[src/rtl/rfo_pkg.sv]
`timescale 1ns / 1ps

package rfo_pkg;

    localparam int DATA_BITS  = 16;
    localparam int COUNT_BITS = 6;

    typedef enum logic [1:0] {
        KIND_ENQ   = 2'd0,
        KIND_FORCE = 2'd1,
        KIND_DEQ   = 2'd2,
        KIND_FLUSH = 2'd3
    } rfo_kind_t;

    typedef struct packed {
        rfo_kind_t              kind;
        logic [DATA_BITS-1:0]   item_data;
    } rfo_cmd_t;

    typedef struct packed {
        logic                   accepted;
        logic                   out_valid;
        logic [DATA_BITS-1:0]   out_data;
        logic [COUNT_BITS-1:0]  fill_count;
    } rfo_result_t;

endpackage

[src/rtl/rfo_cell.sv]
`timescale 1ns / 1ps

module rfo_cell #(
    parameter int ITEM_BITS = 16
) (
    input  logic                 clk,
    input  logic                 shift,
    input  logic                 load,
    input  logic [ITEM_BITS-1:0] fresh,
    input  logic [ITEM_BITS-1:0] upstream,
    output logic [ITEM_BITS-1:0] word
);

    logic [ITEM_BITS-1:0] word_reg;
    logic [ITEM_BITS-1:0] word_next;

    // load wins: a forced transfer into a full row shifts and loads the tail cell
    always_comb
    begin
        if (load)
        begin
            word_next = fresh;
        end
        else if (shift)
        begin
            word_next = upstream;
        end
        else
        begin
            word_next = word_reg;
        end
    end

    always_ff @(posedge clk)
    begin
        word_reg <= word_next;
    end

    assign word = word_reg;

endmodule

[src/rtl/ring_fifo_with_overwrite.sv]
`timescale 1ns / 1ps

// Ring FIFO with overwrite of the oldest entry, built as a row of DEPTH cells with
// the oldest item always in the first cell. One operation is taken every cycle
// (busy stays low); its result appears on result with done high in the cycle after
// start, and must be taken in that cycle since there is no back-pressure.
// The rate is set by the cell row: every cell loads, shifts toward the head or
// holds together, so a dequeue or a forced overwrite moves the whole row
// at once. Flush only clears the fill count; stale words are never read.
module ring_fifo_with_overwrite #(
    parameter int DEPTH     = 32,
    parameter int ITEM_BITS = 16
) (
    input  logic                clk,
    input  logic                rst_n,
    input  logic                start,
    output logic                busy,
    input  rfo_pkg::rfo_cmd_t   cmd,
    output logic                done,
    output rfo_pkg::rfo_result_t result
);

    import rfo_pkg::*;

    localparam int IDX_W  = $clog2(DEPTH);
    localparam int FILL_W = $clog2(DEPTH + 1);

    logic                  accept;
    logic [FILL_W-1:0]     fill_reg;
    logic [FILL_W-1:0]     fill_next;
    logic                  full;
    logic                  empty;
    logic                  shift;
    logic                  load_en;
    logic [IDX_W-1:0]      load_idx;
    logic                  acc;
    logic                  vld;
    logic [ITEM_BITS-1:0]  fresh;
    logic [ITEM_BITS-1:0]  cell_word [DEPTH];
    logic                  done_reg;
    rfo_result_t           result_reg;
    rfo_result_t           result_next;

    assign busy   = 1'b0;
    assign accept = start && !busy;
    assign full   = (fill_reg == FILL_W'(DEPTH));
    assign empty  = (fill_reg == '0);
    assign fresh  = ITEM_BITS'(cmd.item_data);

    always_comb
    begin
        shift     = 1'b0;
        load_en   = 1'b0;
        load_idx  = fill_reg[IDX_W-1:0];
        fill_next = fill_reg;
        acc       = 1'b0;
        vld       = 1'b0;
        if (accept)
        begin
            unique case (cmd.kind)
                KIND_ENQ:
                begin
                    if (!full)
                    begin
                        load_en   = 1'b1;
                        fill_next = fill_reg + FILL_W'(1);
                        acc       = 1'b1;
                    end
                end
                KIND_FORCE:
                begin
                    acc     = 1'b1;
                    load_en = 1'b1;
                    if (full)
                    begin
                        // drop the head, append at the tail cell
                        shift    = 1'b1;
                        load_idx = IDX_W'(DEPTH - 1);
                    end
                    else
                    begin
                        fill_next = fill_reg + FILL_W'(1);
                    end
                end
                KIND_DEQ:
                begin
                    if (!empty)
                    begin
                        shift     = 1'b1;
                        vld       = 1'b1;
                        fill_next = fill_reg - FILL_W'(1);
                    end
                end
                KIND_FLUSH:
                begin
                    fill_next = '0;
                end
                default:
                begin
                    fill_next = fill_reg;
                end
            endcase
        end
    end

    for (genvar i = 0; i < DEPTH; i++)
    begin : g_cell
        logic [ITEM_BITS-1:0] up;

        if (i < DEPTH - 1)
        begin : g_mid
            assign up = cell_word[i + 1];
        end
        else
        begin : g_tail
            assign up = cell_word[i];
        end

        rfo_cell #(
            .ITEM_BITS (ITEM_BITS)
        ) u_cell (
            .clk      (clk),
            .shift    (shift),
            .load     (load_en && (load_idx == IDX_W'(i))),
            .fresh    (fresh),
            .upstream (up),
            .word     (cell_word[i])
        );
    end

    always_comb
    begin
        result_next.accepted   = acc;
        result_next.out_valid  = vld;
        result_next.out_data   = vld ? DATA_BITS'(cell_word[0]) : '0;
        result_next.fill_count = COUNT_BITS'(fill_next);
    end

    always_ff @(posedge clk or negedge rst_n)
    begin
        if (!rst_n)
        begin
            fill_reg <= '0;
            done_reg <= 1'b0;
        end
        else
        begin
            fill_reg <= fill_next;
            done_reg <= accept;
        end
    end

    // hold the last result; only done marks a transfer
    always_ff @(posedge clk)
    begin
        if (accept)
        begin
            result_reg <= result_next;
        end
    end

    assign done   = done_reg;
    assign result = result_reg;

endmodule

[config.mk]
export PLATFORM = sky130hd
export DESIGN_NAME = ring_fifo_with_overwrite
export DESIGN_NICKNAME = d
export VERILOG_FILES = /design/src/rtl/rfo_pkg.sv /design/src/rtl/rfo_cell.sv /design/src/rtl/ring_fifo_with_overwrite.sv
export SDC_FILE = /design/constraint.sdc
export NUM_CORES = 1
export LEC_CHECK = 0
export ABC_AREA = 1
export BUFFER_PORTS_ARGS = -buffer_cell sky130_fd_sc_hd__clkbuf_2
export CORE_ASPECT_RATIO = 0.9
export CORE_UTILIZATION = 55
export DETAILED_ROUTE_END_ITERATION = 8
export HOLD_SLACK_MARGIN = 0.02
export PLACE_DENSITY = 0.79
export SLEW_MARGIN = 20
export SYNTH_ARGS = -nofsm -noshare
export SYNTH_HDL_FRONTEND = slang
export SYNTH_SLANG_ARGS = --single-unit
[constraint.sdc]
create_clock -name clk -period 4.2 [get_ports clk]
set_input_delay 0.63 -clock clk [delete_from_list [all_inputs] [get_ports clk]]
set_output_delay 0.63 -clock clk [all_outputs]
set_load 0.01 [all_outputs]
==> metrics.txt, run 1 <==
status=completed; DR pass1 iterations=6; Ports=47; met2 WL=23400 um; routed wl met3=6310 um; GRT Util Overall=24.2%; ANT cells=0; Syn Inst Count=2420; Remaining DRCs=0; antenna violations before repair=0; largest net degree at the start of global routing=72; DP Cell Count=2904; CTS Buffer Depth=3; vias in the first global route=15700; sequential element share of the synthesized area=67.2%; vias per cell=5.61; die width=223 um; pre-CTS setup slack=0.473 ns; CTS tree=yes; post-synthesis cell area=24200 um^2; post-cts sizing count=0; uppermost routed layer=met4; Hold WC Path Type=in -> async; Worst EP arrival=3.80 ns; design area=26400 um^2; die area=44900 um^2; Synth area leaders=edfxtp_1 66%, nand2_1 20%, nand3_1 5.8%, buf_2 1.7%, dfrtp_1 0.72%; post-layout util=61.3%; synth unique cells=30; Die Ht=201 um; min Tclk post-route=3.58 ns; routability cong.=0.842; latest clock arrival within the worst-skew pair=0.61 ns; setup repair after global routing missed its margin=false; Post-Layout Cell Count=3003; placed cell area=24800 um^2; Net Count, Synth=2450; drt wl/cell=17.7 um; HPWL Detailed=31100 um; skew final=0.0271 ns; Final TNS setup=0 ns; final setup vio count=0; Initial Utilization=56.1%; Vias=16900; CTS clk-pin slew, worst paths=0.06 ns; Slew Limit Fails=0; warning count from the yosys run=0; # fillers=3266; r2r setup slk=0.62 ns; first-pass GRT wire length=84100 um; hold slack=0.394 ns; crit start category=flop; crit share post-route=85.2%; Reg2Reg Depth=8; Core Area=43200 um^2; Pleak=11.3 nW; Critical Path End Type=flop; CTS buffer count=54; PortBufs=45; reg2reg start=fill_reg[1]$_DFF_PN0_; max frequency=0.279 GHz; Setup Crit Path Kind=reg -> reg; critical path peak fanout=17; R2R Path End=g_cell[30].u_cell.word[7]$_DFFE_PP_; max-cap violations=0; synth-to-layout area growth=9.24%; final hold violation count=0; Clock Sinks=543; Syn Area/Cell=10.0 um^2; Synth area leader=edfxtp_1; share of the synthesized area in the top cell type=66.5%; final setup margin=0.620 ns; Nets=2437; Root Buffer=clkbuf_16; # H-tree levels=2; total gr overflow=0; share of cells above drive strength 1=9.27%; wire length on met1=21700 um; relative slew slack=19.3%; Power Density=486 nW/um^2; row cnt=72; Slew @ Worst Pin=1.21 ns; final antenna-violating net count=0; #FFs+latches synth=543; Power Total=12.8 mW; max reg flops=512; final WL=53100 um; VDD IR-drop max=321 uV; initial drt markers=1990; Critical Path RT=4.42 ns
worst max-delay path by stage:
| stage | startpoint | to | slack (ns) |
|---|---|---|---|
| 6_report | fill_reg[1]$_DFF_PN0_ | g_cell[30].u_cell.word[7]$_DFFE_PP_ | 0.62 |
| 3_3_place_gp | cmd[17] | g_cell[30].u_cell.word[11]$_DFFE_PP_ | 0.59 |
| 4_1_cts | fill_reg[1]$_DFF_PN0_ | g_cell[15].u_cell.word[5]$_DFFE_PP_ | 0.74 |
| 2_1_floorplan | fill_reg[1]$_DFF_PN0_ | g_cell[1].u_cell.word[0]$_DFFE_PP_ | 1.40 |
| 3_5_place_dp | cmd[17] | g_cell[30].u_cell.word[8]$_DFFE_PP_ | 0.47 |
| 5_1_grt | fill_reg[1]$_DFF_PN0_ | g_cell[30].u_cell.word[7]$_DFFE_PP_ | 0.39 |
Yosys cell counts (all sizes together):
library cell / count
nand2: 1302
edfxtp: 536
nand3: 283
buf: 113
inv: 50
nor2: 45
clkbuf: 41
nand4: 14
ha: 9
dfrtp: 7
o21ai: 5
xor2: 5
o22ai: 3
a21oi: 1
and2: 1
conb: 1
nor3: 1
o2111ai: 1
o211ai: 1
xnor2: 1
placed cells by master (no fill, tap or decap):
master | synthesis | final
buf_4 | 4 | 34
clkbuf_1 | 41 | 11
nand2_4 | 10 | 10
clkinv_1 | 0 | 17
buf_2 | 84 | 3
dfrtp_1 | 7 | 7
ha_1 | 9 | 9
o21ai_4 | 0 | 1
bufinv_16 | 0 | 2
nand4_1 | 14 | 14
nor2_2 | 18 | 18
clkbuf_2 | 0 | 42
inv_2 | 19 | 19
dlygate4sd3_1 | 0 | 1
nor2_4 | 2 | 2
xor2_1 | 5 | 5
edfxtp_1 | 536 | 536
nand3_1 | 282 | 282
inv_1 | 31 | 31
nand2_1 | 1271 | 1271
o2111ai_4 | 1 | 1
a21oi_1 | 1 | 1
and2_1 | 1 | 1
o21ai_2 | 1 | 1
buf_16 | 0 | 1
conb_1 | 1 | 1
buf_12 | 0 | 4
clkbuf_16 | 0 | 57
o21ai_0 | 4 | 3
clkinv_2 | 0 | 7
nor2_1 | 25 | 25
nand3_4 | 1 | 1
o211ai_1 | 1 | 1
xnor2_1 | 1 | 1
nor3_1 | 1 | 1
nand2_2 | 21 | 21
clkinv_4 | 0 | 2
inv_6 | 0 | 1
o22ai_1 | 3 | 3
final cells by class:
cell class,instances,area [um^2],share of cell area [%]
flip-flops and latches,543,16300,61.5
repair buffers,85,598,2.26
multi-input cells,1673,7040,26.6
clock buffers,68,1470,5.55
clock inverters,29,185,0.700
inverters,50,188,0.710
well taps,555,694,2.63
logic make-up after synthesis:
logic type | Yosys count | synth area share [%]
AOI/OAI and AO/OA | 11 | 0.357
other | 1 | 0.0155
adders and majority gates | 9 | 0.465
DFF | 543 | 67.2
and+or+nand+nor | 1646 | 28.0
xor gates and xnor gates | 6 | 0.217
buffers and inverters | 204 | 3.75
timing repair:
item / 4_1_cts / 5_1_grt
setup buffers: 0 / 0
hold endpoints to repair: 7 / 0
hold buffers: 1 / 0
report_power, final:
group	switching [mW]	total, mW	internal, mW
Combinational	1.29	1.68	0.384
Clock	1.98	4.56	2.58
Sequential	0.151	6.61	6.46
Total	3.42	12.8	9.42
layer usage:
metal	up-vias	GRT usage, %
met4	0	8.97
li1	7984	-
met3	126	6.00
met2	934	36.6
met1	7813	33.9
met5	-	0.323
worst max-delay path, cell delays in order (launching register included):
cell	delay (ns)
dfrtp_1	0.48
inv_2	0.23
ha_1	0.30
nand4_1	0.46
nand2_1	0.36
nand2_1	0.11
nor2_2	0.47
nand2_4	0.24
nand2_1	0.52
Note: power is estimated with default switching activity, not from simulation.
==> run 2: changes to the inputs <==
- CAP_MARGIN: unset -> 20
- SYNTH_HIERARCHICAL: unset -> 1
==> metrics.txt, run 2 <==
Remaining DRCs=0 (unchanged); commonest cells after routing, fill and taps aside=1411 x nand2_1, 536 x edfxtp_1, 162 x nand2_2; crit path capture=g_cell[3].u_cell/word[9]$_DFFE_PP_; Post-synth top cells=1411 x nand2_1, 536 x edfxtp_1, 162 x nand2_2; Critical Path RT=4.43 ns (about the same); largest net degree at the start of global routing=33 (-54%); Primary FF master, synth=edfxtp_1; Hold WC Path Type=in -> async; Worst EP arrival=3.85 ns (+0.05 ns); status=completed; synth unique cells=35 (+17%); Reg2Reg Depth=9 (+1); synth-to-layout area growth=5.86%; Pleak=11.2 nW (-0.63%); first-pass GRT wire length=84600 um (+0.60%); DR pass1 iterations=5 (-1); HPWL Detailed=32000 um (+2.9%); Initial Utilization=56.0% (-0.11 points); reg2reg start=fill_reg[1]$_DFF_PN0_; VDD IR-drop max=347 uV (+8.1%); Vias=16500 (-2.0%); max frequency=0.276 GHz (-1.2%); share of cells above drive strength 1=15.0% (+5.8 points); relative slew slack=23.1% (+3.9 points); #FFs+latches synth=543 (unchanged); PortBufs=45 (unchanged); # fillers=3578 (+9.6%); Root Buffer=clkbuf_16; number of synthesized flops with an enable pin=536 (unchanged); crit start category=flop; design area=27000 um^2 (+2.1%); most common cell after layout, fill and taps aside=nand2_1; max-cap violations=0 (unchanged); Slew Limit Fails=0 (unchanged); Syn Inst Count=2434 (+0.58%); final setup vio count=0 (unchanged); final antenna-violating net count=0 (unchanged); switching power total=3.03 mW (-12%); share of the synthesized area in the top cell type=63.1% (-3.4 points); Die Ht=206 um (+2.6%); CTS clk-pin slew, worst paths=0.06 ns (about the same); max reg flops=512 (unchanged); leading cell type by number of instances after synthesis=nand2_1; # H-tree levels=2 (unchanged); Syn Area/Cell=10.5 um^2 (+4.8%); register share of total power=52.7% (+1.2 points); die area=47200 um^2 (+5.3%); min Tclk post-route=3.62 ns (+0.0434 ns); clock network fraction of total power=37.2% (+1.7 points); Final TNS setup=0 ns (unchanged); Post-Layout Cell Count=3113 (+3.7%); asr flop ratio synth=1.29% (unchanged); Power Total=12.4 mW (-3.7%); Nets=2493 (+2.3%); final hold violation count=0 (unchanged); routability cong.=0.892 (+6.0%); Synth area leader=edfxtp_1; r2r setup slk=0.58 ns (-0.04 ns); setup repair after global routing missed its margin=false; CTS buffer count=54 (unchanged); total gr overflow=0 (unchanged); Ports=47 (unchanged); Logic pwr share=10.0% (-3.0 points); antenna violations before repair=0 (unchanged); DP Cell Count=3014 (+3.8%); warning count from the yosys run=6 (+6); crit share post-route=86.3% (+1.0 points); critical path peak fanout=18 (+1); skew final=0.0146 ns (-0.0125 ns); row cnt=74 (+2.8%); drt wl/cell=17.3 um (-2.3%); Clock Sinks=543 (unchanged); latest clock arrival within the worst-skew pair=0.59 ns (-0.02 ns); Power Density=458 nW/um^2 (-5.7%); crit path from=fill_reg[1]$_DFF_PN0_; CTS tree=yes; Net Count, Synth=2464 (+0.57%); Core Area=45600 um^2 (+5.6%); Setup Crit Path Kind=reg -> reg; Sw Share=24.5% (-2.2 points); Slew @ Worst Pin=1.15 ns (-0.0580 ns); ANT cells=0 (unchanged); GRT Util Overall=23.0% (-1.1 points); post-synthesis cell area=25500 um^2 (+5.4%); vias per cell=5.31 (-5.4%); Critical Path End Type=flop; CTS Buffer Depth=3 (unchanged); final WL=53800 um (+1.3%); vias in the first global route=15900 (+0.85%); P_int=9.34 mW (-0.85%); sequential element share of the synthesized area=63.8% (-3.4 points); hold slack=0.408 ns (+0.0144 ns); Synth area leaders=edfxtp_1 63%, nand2_1 21%, nand2_2 4.0%, buf_6 2.8%, buf_12 2.6%; placed cell area=25300 um^2 (+2.2%); # Post-CTS Setup Buffers=0 (unchanged); initial drt markers=1630 (-18%); R2R Path End=g_cell[3].u_cell/word[9]$_DFFE_PP_; die width=229 um (+2.6%)
run 2: changes by cell type after synthesis, sizes merged, moves of 10 or more:
| cell | previous run | this run |
|---|---|---|
| clkbuf | 41 | 1 |
| nand2 | 1302 | 1576 |
| buf | 113 | 103 |
| nor2 | 45 | 60 |
| nand3 | 283 | 14 |
| or2 | 0 | 32 |
| inv | 50 | 67 |
run 2: worst min-delay path by stage:
stage,from,end,slack (ns)
2_1_floorplan,rst_n,done$_DFF_PN0_,0.33
3_3_place_gp,rst_n,done$_DFF_PN0_,0.48
3_5_place_dp,rst_n,done$_DFF_PN0_,0.48
4_1_cts,rst_n,fill_reg[5]$_DFF_PN0_,0.39
5_1_grt,rst_n,fill_reg[5]$_DFF_PN0_,0.42
6_report,rst_n,fill_reg[4]$_DFF_PN0_,0.41
run 2: power groups by stage:
stage               clock [mW]  sequential [mW]  combinational (mW)
finish                    4.61             6.52                1.24
floorplan                    0             6.59               0.886
CTS                       4.66             6.52                1.23
detailed placement           0             6.63                1.21
global placement             0             6.63                1.18
global route              4.87             6.55                1.36
run 2: repair_timing:
item | in CTS | in global routing
hold buffers | 1 | 0
gates resized for setup | 0 | 0
hold endpoints to repair | 7 | 0
run 2: worst max-delay path, cell delays in order (launching register included):
cell and delay (ns):
dfrtp_1 0.46, inv_1 0.31, ha_1 0.36, nand3_4 0.17
ha_1 0.23, o21ai_2 0.27, nand4_1 0.32, nor2_1 0.25
buf_4 0.28, or2_1 0.60
run 2: layout make-up:
class,instances,area (um^2),share of cell area [%]
Sequential cell,543,16300,60.3
Multi-Input combinational cell,1720,7390,27.4
Clock buffer,73,1530,5.65
Tap cell,608,761,2.82
Timing Repair Buffer,77,468,1.73
Inverter,67,417,1.54
Clock inverter,25,170,0.630
run 2: logic make-up (layout without fill, tap and decap cells):
kind of cell | after synthesis | after routing | share of synthesized area [%]
simple gates | 1693 | 1693 | 28.0
fa+ha+maj | 9 | 9 | 0.442
flops | 543 | 543 | 63.8
compound gates | 14 | 14 | 0.392
other cells | 1 | 1 | 0.0147
xor+xnor | 3 | 3 | 0.103
buf+inv | 171 | 242 | 7.26
run 2: metrics by stage:
step                      util [%]  worst slack (ns)
final                         59.3             0.577
after global placement        55.5             0.724
after CTS                     59.3             0.651
after detailed placement      55.5             0.629
after floorplan                  -             0.680
after global routing          59.3             0.359
run 2: metal layers:
layer  global-route usage (%)  vias up  wire (um)
met2                     38.1      751      25500
met1                     31.0     7787      22100
met4                     7.79        0       1360
li1                         -     7885          -
met3                     4.14      104       4730
met5                        0        -          0
==> run 3: changes to the inputs <==
- CORE_UTILIZATION: 55 -> 49
- PLACE_DENSITY: 0.79 -> 0.73
==> metrics.txt, run 3 (synthesis results as in run 2) <==
Power Density=459 nW/um^2 (+0.13%); min Tclk post-route=3.50 ns (-0.127 ns); Clock Sinks=543 (unchanged); max frequency=0.286 GHz (+3.6%); PortBufs=45 (unchanged); Ports=47 (unchanged); synth-to-layout area growth=6.55%; crit path from=fill_reg[1]$_DFF_PN0_; setup repair after global routing missed its margin=false; vias per cell=5.05 (-4.9%); Post-Layout Cell Count=3193 (+2.6%); die area=53000 um^2 (+12%); latest clock arrival within the worst-skew pair=0.60 ns (about the same); Pleak=11.3 nW (+0.45%); # H-tree levels=2 (unchanged); final antenna-violating net count=0 (unchanged); share of cells above drive strength 1=15.4% (+0.35 points); final WL=53900 um (+0.36%); Slew @ Worst Pin=1.16 ns (+0.0115 ns); initial drt markers=1531 (-6.1%); Die Ht=218 um (+5.9%); critical path peak fanout=18 (unchanged); Logic pwr share=9.9% (about the same); FF/Latch Area=16300 um^2 (unchanged); GRT Util Overall=20.7% (-2.3 points); first-pass GRT wire length=85300 um (+0.82%); switching power total=3.03 mW (+0.14%); Vias=16100 (-2.5%); clock network fraction of total power=37.8% (+0.6 points); DP Cell Count=3096 (+2.7%); Remaining DRCs=0 (unchanged); antenna violations before repair=0 (unchanged); row cnt=78 (+5.4%); largest net degree at the start of global routing=35 (+6.1%); Hold WC Path Type=in -> async; CTS clk-pin slew, worst paths=0.06 ns (about the same); final hold violation count=0 (unchanged); Multi-input gate area=7390 um^2 (unchanged); max-cap violations=0 (unchanged); relative slew slack=22.4% (-0.77 points); drt wl/cell=16.9 um (-2.1%); crit share post-route=83.2% (-3.0 points); P_int=9.44 mW (+1.0%); final setup vio count=0 (unchanged); max reg flops=512 (unchanged); most common cell after layout, fill and taps aside=nand2_1; # Post-CTS Setup Buffers=0 (unchanged); Initial Utilization=50.2% (-5.8 points); register share of total power=52.3% (-0.4 points); Core Area=50800 um^2 (+12%); ANT cells=0 (unchanged); VDD IR-drop max=281 uV (-19%); routability cong.=0.871 (-2.4%); reg2reg start=fill_reg[1]$_DFF_PN0_; # fillers=4221 (+18%); DR pass1 iterations=6 (+1); Sw Share=24.3% (-0.16 points); HPWL Detailed=32400 um (+1.4%); Worst EP arrival=3.71 ns (-0.14 ns); commonest cells after routing, fill and taps aside=1411 x nand2_1, 536 x edfxtp_1, 162 x nand2_2; Critical Path RT=4.42 ns (about the same); status=completed; total gr overflow=0 (unchanged); Critical Path End Type=flop; CTS tree=yes; die width=242 um (+5.9%); crit start category=flop; vias in the first global route=15600 (-1.9%); Final TNS setup=0 ns (unchanged); skew final=0.0240 ns (+0.00948 ns); Setup Crit Path Kind=reg -> reg; Slew Limit Fails=0 (unchanged); CTS Buffer Depth=3 (unchanged); Nets=2502 (+0.36%); Root Buffer=clkbuf_16; CTS buffer count=53 (-1.9%)
==> run 3: path summary, 6_finish.rpt <==
check | to | slack (ns) | cells past startpoint
min in group clk | g_cell[19].u_cell/word[0]$_DFFE_PP_ | 0.50 | 2
hold reg to reg | g_cell[19].u_cell/word[0]$_DFFE_PP_ | 0.50 | 2
setup / recovery | g_cell[13].u_cell/word[10]$_DFFE_PP_ | 0.70 | 9
hold / removal | fill_reg[2]$_DFF_PN0_ | 0.43 | 2
max in group asynchronous | fill_reg[5]$_DFF_PN0_ | 3.56 | 2
setup reg to reg | g_cell[13].u_cell/word[10]$_DFFE_PP_ | 0.70 | 9
==> run 3: worst max-delay path, cell delays in order, from the launching register on <==
cell and delay [ns]:
dfrtp_1 0.45, inv_1 0.29, ha_1 0.36, nand3_4 0.16
ha_1 0.23, o21ai_2 0.26, nand4_1 0.21, nor2_1 0.23
buf_4 0.29, or2_1 0.62
==> run 3: cell type report <==
type,count,area share (%)
flip-flops and latches,543,59.9
multi-input cells,1720,27.2
clock buffers,66,5.22
well taps,680,3.13
repair buffers,87,2.00
inverters,67,1.53
clock inverters,30,1.07
==> run 3: metrics by stage <==
step | power (mW) | utilization, % | hold slack [ns] | setup slack (ns) | cell area [um^2]
3_3_place_gp | 7.82 | 50.1 | 0.493 | 0.807 | 25500
2_1_floorplan | 7.47 | - | 0.334 | 0.680 | 25500
3_5_place_dp | 7.85 | 50.1 | 0.494 | 0.744 | 25500
5_1_grt | 12.9 | 53.4 | 0.432 | 0.472 | 27200
4_1_cts | 12.5 | 53.4 | 0.389 | 0.734 | 27200
6_report | 12.5 | 53.4 | 0.432 | 0.704 | 27200
==> run 3: routing by layer <==
layer | routed length (um) | up-vias | global-route usage (%)
met3 | 3930 | 111 | 3.33
met4 | 1530 | 0 | 7.13
li1 | - | 7892 | -
met5 | 0 | - | 0
met1 | 23300 | 7552 | 28.2
met2 | 25200 | 563 | 33.8
==> run 3: what timing repair did <==
action                                 4_1_cts  5_1_grt
setup endpoints to repair                    0        0
gates resized for setup                      0        0
endpoints found under the hold margin        7        0
hold buffers                                 1        0
==> run 3: power by group through the flow <==
stage               sequential [mW]  combinational [mW]  clock, mW
global placement               6.63                1.19          0
detailed placement             6.63                1.22          0
floorplan                      6.59               0.886          0
finish                         6.52                1.23       4.72
CTS                            6.52                1.23       4.79
global route                   6.55                1.36       4.99
